==> config.mk <==
export PLATFORM = sky130hd
export DESIGN_NAME = integer_determinant
export DESIGN_NICKNAME = d
export VERILOG_FILES = /design/src/hw/rtl/idet_pkg.sv /design/src/hw/rtl/idet_store.sv /design/src/hw/rtl/integer_determinant.sv
export SDC_FILE = /design/constraint.sdc
export NUM_CORES = 2
export LEC_CHECK = 0
export BUFFER_PORTS_ARGS = -buffer_cell sky130_fd_sc_hd__buf_2
export CAP_MARGIN = 20
export CORE_MARGIN = 4
export CORE_UTILIZATION = 43
export DETAILED_ROUTE_END_ITERATION = 10
export GPL_TIMING_DRIVEN = 0
export PLACE_DENSITY = 0.64
export SLEW_MARGIN = 40
export SYNTH_ARGS = -nofsm -noshare
export SYNTH_HDL_FRONTEND = slang
export SYNTH_SLANG_ARGS = --single-unit
==> constraint.sdc <==
create_clock -name clk -period 25.5 [get_ports clk]
set_input_delay 0 -clock clk [delete_from_list [all_inputs] [get_ports clk]]
set_output_delay 0 -clock clk [all_outputs]
set_load 0.03 [all_outputs]
==> src/hw/rtl/idet_pkg.sv <==
// ----------------------------------------------------------------------------
// idet_pkg: shared constants, types and functions
// Widths and index tables for the determinant block.
// ----------------------------------------------------------------------------
`default_nettype none
package idet_pkg;

  localparam int MAX_ORDER = 4;
  localparam int DEPTH     = MAX_ORDER * MAX_ORDER;
  localparam int AW        = 4;
  localparam int EW        = 16;
  localparam int OW        = 3;
  localparam int CW        = 5;
  localparam int PW        = 2 * EW;
  localparam int MW        = PW + 1;
  localparam int TW        = 2 * MW;
  localparam int ACCW      = TW + 2;
  localparam int RW        = 64;

  typedef struct packed {
    logic          pad;
    logic          one;
    logic [AW-1:0] addr;
  } vref_t;

  function automatic logic [1:0] pair_a(input logic [2:0] p);
    logic [1:0] r;
    case (p)
      3'd0, 3'd1, 3'd2: r = 2'd0;
      3'd3, 3'd4:       r = 2'd1;
      default:          r = 2'd2;
    endcase
    return r;
  endfunction

  function automatic logic [1:0] pair_b(input logic [2:0] p);
    logic [1:0] r;
    case (p)
      3'd0:       r = 2'd1;
      3'd1, 3'd3: r = 2'd2;
      default:    r = 2'd3;
    endcase
    return r;
  endfunction

  function automatic logic pair_neg(input logic [2:0] p);
    return (p == 3'd1) || (p == 3'd4);
  endfunction

  function automatic logic [OW-1:0] eff_order(input logic [OW-1:0] o);
    logic [OW-1:0] r;
    if (o == '0) r = OW'(1);
    else if (o > OW'(MAX_ORDER)) r = OW'(MAX_ORDER);
    else r = o;
    return r;
  endfunction

  // The n x n matrix sits in the lower right corner of a 4 x 4 matrix whose
  // upper left block is the identity, which leaves the determinant unchanged.
  function automatic vref_t vmap(input logic [1:0] r, input logic [1:0] c,
                                 input logic [OW-1:0] n);
    vref_t         v;
    logic [OW-1:0] off;
    logic [OW-1:0] rr;
    logic [OW-1:0] cc;
    logic [5:0]    lin;
    off = OW'(MAX_ORDER) - n;
    rr  = {1'b0, r};
    cc  = {1'b0, c};
    v.pad  = (rr < off) || (cc < off);
    v.one  = (r == c);
    lin    = 6'((rr - off) * n) + 6'(cc - off);
    v.addr = lin[AW-1:0];
    return v;
  endfunction

endpackage
`default_nettype wire

==> src/hw/rtl/idet_store.sv <==
// ----------------------------------------------------------------------------
// idet_store: matrix element memory
// One write port and two registered read ports.
// ----------------------------------------------------------------------------
`default_nettype none
module idet_store (
  input  wire logic                              clk,
  input  wire logic                              we,
  input  wire logic [idet_pkg::AW-1:0]           waddr,
  input  wire logic signed [idet_pkg::EW-1:0]    wdata,
  input  wire logic [idet_pkg::AW-1:0]           raddr0,
  input  wire logic [idet_pkg::AW-1:0]           raddr1,
  output logic signed [idet_pkg::EW-1:0]         rdata0,
  output logic signed [idet_pkg::EW-1:0]         rdata1
);

  logic signed [idet_pkg::EW-1:0] mem [idet_pkg::DEPTH];

  always_ff @(posedge clk) begin
    if (we) begin
      mem[waddr] <= wdata;
    end
    rdata0 <= mem[raddr0];
    rdata1 <= mem[raddr1];
  end

endmodule
`default_nettype wire

==> src/hw/rtl/integer_determinant.sv <==
// ----------------------------------------------------------------------------
// integer_determinant: exact determinant of a square integer matrix
// Elements are loaded one per cycle while busy is low; the matrix is then expanded by 2x2 minors.
// ----------------------------------------------------------------------------
// An element is transferred when start is high and busy is low.
// After the last element, busy stays high through ST_MINOR, which forms the twelve
// 2x2 minors on one 16x16 multiplier fed by the two store read ports, ST_PROD for
// the six minor products and ST_DONE to saturate; done then pulses for one cycle.
// The receiver cannot stall. Reset clears the load count and sets order 3.
`default_nettype none
module integer_determinant (
  input  wire logic                           clk,
  input  wire logic                           rst,
  input  wire logic                           start,
  output logic                                busy,
  input  wire logic signed [idet_pkg::EW-1:0] element,
  input  wire logic                           cfg_we,
  input  wire logic [idet_pkg::OW-1:0]        cfg_wdata,
  output logic                                done,
  output logic signed [idet_pkg::RW-1:0]      determinant,
  output logic                                overflow
);

  localparam logic [1:0] ST_IDLE  = 2'd0;
  localparam logic [1:0] ST_MINOR = 2'd1;
  localparam logic [1:0] ST_PROD  = 2'd2;
  localparam logic [1:0] ST_DONE  = 2'd3;

  logic [1:0]                      state;
  logic [idet_pkg::OW-1:0]         matrix_order;
  logic [idet_pkg::OW-1:0]         n_reg;
  logic [idet_pkg::CW-1:0]         load_count;
  logic [idet_pkg::CW-1:0]         k;
  logic [2:0]                      pcnt;
  logic                            c_valid;
  logic                            c_h;
  logic                            c_top;
  idet_pkg::vref_t                 c_x;
  idet_pkg::vref_t                 c_y;
  logic signed [idet_pkg::PW-1:0]  first;
  logic signed [idet_pkg::MW-1:0]  top_m [6];
  logic signed [idet_pkg::MW-1:0]  bot_m [6];
  logic signed [idet_pkg::ACCW-1:0] acc;

  logic                            accept;
  logic [idet_pkg::OW-1:0]         n_now;
  logic [idet_pkg::CW-1:0]         count_next;
  logic [idet_pkg::CW-1:0]         need;
  logic [3:0]                      j;
  logic                            top;
  logic [2:0]                      p;
  logic [1:0]                      r0;
  logic [1:0]                      a;
  logic [1:0]                      b;
  idet_pkg::vref_t                 vx;
  idet_pkg::vref_t                 vy;
  logic signed [idet_pkg::EW-1:0]  rd0;
  logic signed [idet_pkg::EW-1:0]  rd1;
  logic signed [idet_pkg::EW-1:0]  opx;
  logic signed [idet_pkg::EW-1:0]  opy;
  logic signed [idet_pkg::PW-1:0]  prod;
  logic signed [idet_pkg::MW-1:0]  minor_val;
  logic signed [idet_pkg::TW-1:0]  term;
  logic                            fits;

  assign busy       = (state != ST_IDLE);
  assign accept     = start && !busy;
  assign n_now      = idet_pkg::eff_order(matrix_order);
  assign count_next = load_count + idet_pkg::CW'(1);
  assign need       = idet_pkg::CW'(n_now * n_now);

  always_comb begin
    j   = k[4:1];
    top = (j < 4'd6);
    p   = top ? j[2:0] : 3'(4'd11 - j);
    r0  = top ? 2'd0 : 2'd2;
    a   = idet_pkg::pair_a(p);
    b   = idet_pkg::pair_b(p);
    if (!k[0]) begin
      vx = idet_pkg::vmap(r0, a, n_reg);
      vy = idet_pkg::vmap(r0 + 2'd1, b, n_reg);
    end else begin
      vx = idet_pkg::vmap(r0, b, n_reg);
      vy = idet_pkg::vmap(r0 + 2'd1, a, n_reg);
    end
  end

  idet_store u_store (
    .clk    (clk),
    .we     (accept),
    .waddr  (load_count[idet_pkg::AW-1:0]),
    .wdata  (element),
    .raddr0 (vx.addr),
    .raddr1 (vy.addr),
    .rdata0 (rd0),
    .rdata1 (rd1)
  );

  always_comb begin
    opx       = c_x.pad ? idet_pkg::EW'(c_x.one) : rd0;
    opy       = c_y.pad ? idet_pkg::EW'(c_y.one) : rd1;
    prod      = idet_pkg::PW'(opx * opy);
    minor_val = idet_pkg::MW'(first) - idet_pkg::MW'(prod);
    term      = idet_pkg::TW'(top_m[0] * bot_m[0]);
    fits      = (acc[idet_pkg::ACCW-1:idet_pkg::RW-1] == '0) ||
                (acc[idet_pkg::ACCW-1:idet_pkg::RW-1] == '1);
  end

  always_ff @(posedge clk) begin
    if (rst) begin
      state        <= ST_IDLE;
      matrix_order <= idet_pkg::OW'(3);
      load_count   <= '0;
      c_valid      <= 1'b0;
      done         <= 1'b0;
    end else begin
      done <= 1'b0;
      if (cfg_we) begin
        matrix_order <= cfg_wdata;
      end
      c_valid <= (state == ST_MINOR) && (k < idet_pkg::CW'(24));
      case (state)
        ST_IDLE: begin
          if (accept) begin
            if (count_next >= need) begin
              load_count <= '0;
              n_reg      <= n_now;
              k          <= '0;
              state      <= ST_MINOR;
            end else begin
              load_count <= count_next;
            end
          end
        end
        ST_MINOR: begin
          k <= k + idet_pkg::CW'(1);
          if (k == idet_pkg::CW'(24)) begin
            pcnt  <= '0;
            state <= ST_PROD;
          end
        end
        ST_PROD: begin
          pcnt <= pcnt + 3'd1;
          if (pcnt == 3'd5) begin
            state <= ST_DONE;
          end
        end
        ST_DONE: begin
          done  <= 1'b1;
          state <= ST_IDLE;
        end
        default: state <= ST_IDLE;
      endcase
    end
  end

  always_ff @(posedge clk) begin
    c_h   <= k[0];
    c_top <= top;
    c_x   <= vx;
    c_y   <= vy;
    if (c_valid) begin
      if (!c_h) begin
        first <= prod;
      end else if (c_top) begin
        top_m[5] <= minor_val;
        for (int i = 0; i < 5; i++) top_m[i] <= top_m[i+1];
      end else begin
        bot_m[5] <= minor_val;
        for (int i = 0; i < 5; i++) bot_m[i] <= bot_m[i+1];
      end
    end
    if ((state == ST_MINOR) && (k == idet_pkg::CW'(24))) begin
      acc <= '0;
    end
    if (state == ST_PROD) begin
      if (idet_pkg::pair_neg(pcnt)) begin
        acc <= acc - idet_pkg::ACCW'(term);
      end else begin
        acc <= acc + idet_pkg::ACCW'(term);
      end
      for (int i = 0; i < 5; i++) begin
        top_m[i] <= top_m[i+1];
        bot_m[i] <= bot_m[i+1];
      end
    end
    if (state == ST_DONE) begin
      overflow <= !fits;
      if (fits) begin
        determinant <= acc[idet_pkg::RW-1:0];
      end else if (acc[idet_pkg::ACCW-1]) begin
        determinant <= {1'b1, {(idet_pkg::RW-1){1'b0}}};
      end else begin
        determinant <= {1'b0, {(idet_pkg::RW-1){1'b1}}};
      end
    end
  end

endmodule
`default_nettype wire
==> run_results.csv <==
group,metric,value,unit
synthesis,yosysSeqAreaShare,29.1,%
critical_path,regToRegStartpoint,"bot_m[0][5]$_DFFE_PP_",
sta,fin_crit,14460,ps
floorplan,dieArea,0.214,mm2
synthesis,yosysWarningCount,0,
synthesis,synthArstFlopShare,0,%
layout,largest_reg_flops,256,
global_routing,grt_overflow,0,
critical_path,slowest_stage,"edfxtp_1",
critical_path,worstSetupPathType,"flip-flop to flip-flop",
global_routing,antenna_found_initial,23,
sta,tightest_slew,949,ps
detailed_routing,first_pass_iters,5,
run_status,status,"finished clean",
global_routing,grt_pass1_vias,63600,
clock_network,clk_path_buf_depth,3,
place,gp_congestion,0.989,
detailed_routing,ant_nets,0,
sta,tns,0,ps
critical_path,cp.required,25970,ps
layout,regMostFlops,"u_store.mem",
place,portBuffers,89,
sta,skew,94.4,ps
critical_path,cp-end-kind,"flip-flop",
global_routing,grt_max_degree,46,
synthesis,synthCells,8004,
clock_network,cts_sinks,878,
layout,drive_above_1_share,7.65,%
global_routing,use_met2,41.5,%
floorplan,die_h,462,um
critical_path,cp_max_fo,10,
sta,finalHoldViolCount,0,
detailed_routing,vias_per_cell,5.40,
synthesis,netlist_area,0.0888,mm2
layout,final_net_count,10100,
global_routing,grt_util_met3,4.18,%
synthesis,yosys-top-cells-count,"inv_1 (1,535), fa_1 (1,414), nand2_1 (844), edfxtp_1 (828), and2_1 (542)",
synthesis,yosys-top-cells-area,"fa_1 (32%), edfxtp_1 (28%), inv_1 (6.5%)",
synthesis,synth_ff_type,"edfxtp_1",
floorplan,rows,166,
clock_network,cts_setup_buffers,0,
layout,reg_top3,"u_store.mem x256, bot_m x198, top_m x198",
sta,period_share,56.7,%
floorplan,fp.dieW,462,um
sta,drv_slew,0,
critical_path,reg2reg_depth,43,
clock_network,clk_pin_slew,60,ps
synthesis,yosysTopAreaCell,"fa_1",
clock_network,cts_root_buf,"clkbuf_16",
clock_network,clock_latency,750,ps
synthesis,synth_top_cell_area_share,31.9,%
synthesis,synth.net_count,9883,
synthesis,synthDistinctLibCells,109,
sta,rsz0062_at_grt,"false",
flow_run,cap_viol_max_count,0,
critical_path,rr_endpoint,"acc[67]$_SDFFCE_PN0P_",
sta,setup_viol_count_final,0,
floorplan,start_util,43.3,%
global_routing,busiest_layer,"met2",
critical_path,r2r_slack,11040,ps
floorplan,core_area,0.205,mm2
hold_path,hold_path_class,"input port to flip-flop",
place,hpwl,219000,um
synthesis,yosysMostFrequentCell,"inv_1",
clock_network,cts_max_level,3,
floorplan,ios,90,
detailed_routing,drtIter0Drc,4922,
global_routing,use_met1,31.6,%
critical_path,crit_end,"acc[67]$_SDFFCE_PN0P_",
critical_path,crit_top_cell,"fa_1",
synthesis,ys_seq_elements,878,
global_routing,grt_pass1_wl,400000,um
synthesis,synth_edf_count,828,
sta,max_freq,0.0691,GHz
critical_path,cpPeakStageDelay,970,ps
clock_network,cts_buffers,90,
detailed_routing,totalWireLength,267000,um
detailed_routing,avgRoutedWirePerCell,24.2,um
detailed_routing,drc_errors,0,
global_routing,grt_usage,25.0,%
sta,max_slew_margin,36.8,%
critical_path,startpoint_type,"flip-flop",
detailed_routing,vias,59700,
clock_network,cts_tree,"done",
layout,area_growth,9.31,%
critical_path,critPathLaunch,"bot_m[0][5]$_DFFE_PP_",
critical_path,critical_path_arrival,14930,ps
synthesis,syn_area_per_cell,11.1,um2
kinds of logic (layout without fill, tap and decap cells):
logic type	Yosys count	after routing	synth area share, %
xor gates and xnor gates	266	266	2.62
and+or+nand+nor	2174	2174	12.0
buffers and inverters	1887	2222	8.00
other	1	16	0.00422
muxes	184	184	4.34
AOI/OAI and AO/OA	758	758	5.82
DFF	878	878	29.1
adders and majority gates	1856	1856	38.1
per-layer routing:
layer	part of all wire [%]	vias up
met5	0.0060	-
met4	6.4	2
met3	7.0	594
met2	48	2247
met1	39	30700
li1	-	26100
placed cells by master, fill, tap and decap left out, types with 19 or more instances in the layout:
cell | synthesis | final
nand4_1 | 19 | 19
clkbuf_2 | 0 | 92
xor2_1 | 93 | 93
a21oi_1 | 202 | 202
and3_1 | 33 | 32
nor3_1 | 52 | 48
dfxtp_1 | 50 | 50
mux4_2 | 160 | 160
buf_2 | 7 | 102
clkbuf_16 | 0 | 90
nand3_1 | 61 | 61
clkbuf_1 | 332 | 255
nand2b_1 | 80 | 80
fa_1 | 1414 | 1413
o21bai_1 | 23 | 23
xnor2_1 | 173 | 170
clkinv_1 | 0 | 19
and2_1 | 542 | 542
nor2b_1 | 65 | 62
o21ai_0 | 111 | 110
a21o_1 | 153 | 152
or3_1 | 23 | 23
nand2_1 | 844 | 844
a31oi_1 | 23 | 23
ha_1 | 442 | 440
o211ai_1 | 19 | 19
o21a_1 | 33 | 33
nor2_1 | 367 | 353
inv_1 | 1535 | 1535
o31ai_1 | 21 | 20
edfxtp_1 | 828 | 828
dlygate4sd3_1 | 0 | 30
a211oi_1 | 26 | 26
worst max-delay path, delay by kind of cell (launching register included):
family | cells | cell delay [ps]
compound gates | 18 | 5070
xor+xnor | 1 | 170
fa+ha+maj | 10 | 5040
buf+inv | 7 | 1250
flops | 1 | 970
simple gates | 7 | 1660
what timing repair did:
item                      4_1_cts  5_1_grt
resized for setup               0        0
hold endpoints to repair      276        0
hold buffers                   30        0
stage by stage:
step,setup slack (ps),hold WS [ps],util (%),instances,area [um2]
finish,11040,94.4,47.3,11000,97000
global route,10490,102,47.3,11000,97000
CTS,11310,8.20,47.3,11000,97000
detailed placement,11310,225,45.7,10800,93700
global placement,7480,219,45.2,10800,92600
floorplan,12680,71.6,-,8004,88800
cell type report:
class	instances	area, um2
Timing Repair Buffer	171	1570
Inverter	1535	5760
Tap cell	2688	3360
Antenna cell	15	37.5
Fill cell	18700	108000
Clock inverter	58	604
Multi-Input combinational cell	5239	56100
Sequential cell	878	25900
Buffer	352	1470
Clock buffer	106	2320
worst min-delay path by stage:
stage | start | to | cells after the start
global placement | cfg_wdata[1] | matrix_order[1]$_SDFFE_PP1P_ | 3
finish | cfg_we | matrix_order[0]$_SDFFE_PP1P_ | 3
CTS | cfg_we | matrix_order[0]$_SDFFE_PP1P_ | 3
detailed placement | cfg_wdata[0] | matrix_order[0]$_SDFFE_PP1P_ | 3
floorplan | rst | done$_SDFF_PP0_ | 1
global route | cfg_we | matrix_order[0]$_SDFFE_PP1P_ | 3
Power is left out: the tool's default activity adds up to more than one toggle a clock period on the data nets, which glitch-free logic cannot reach.
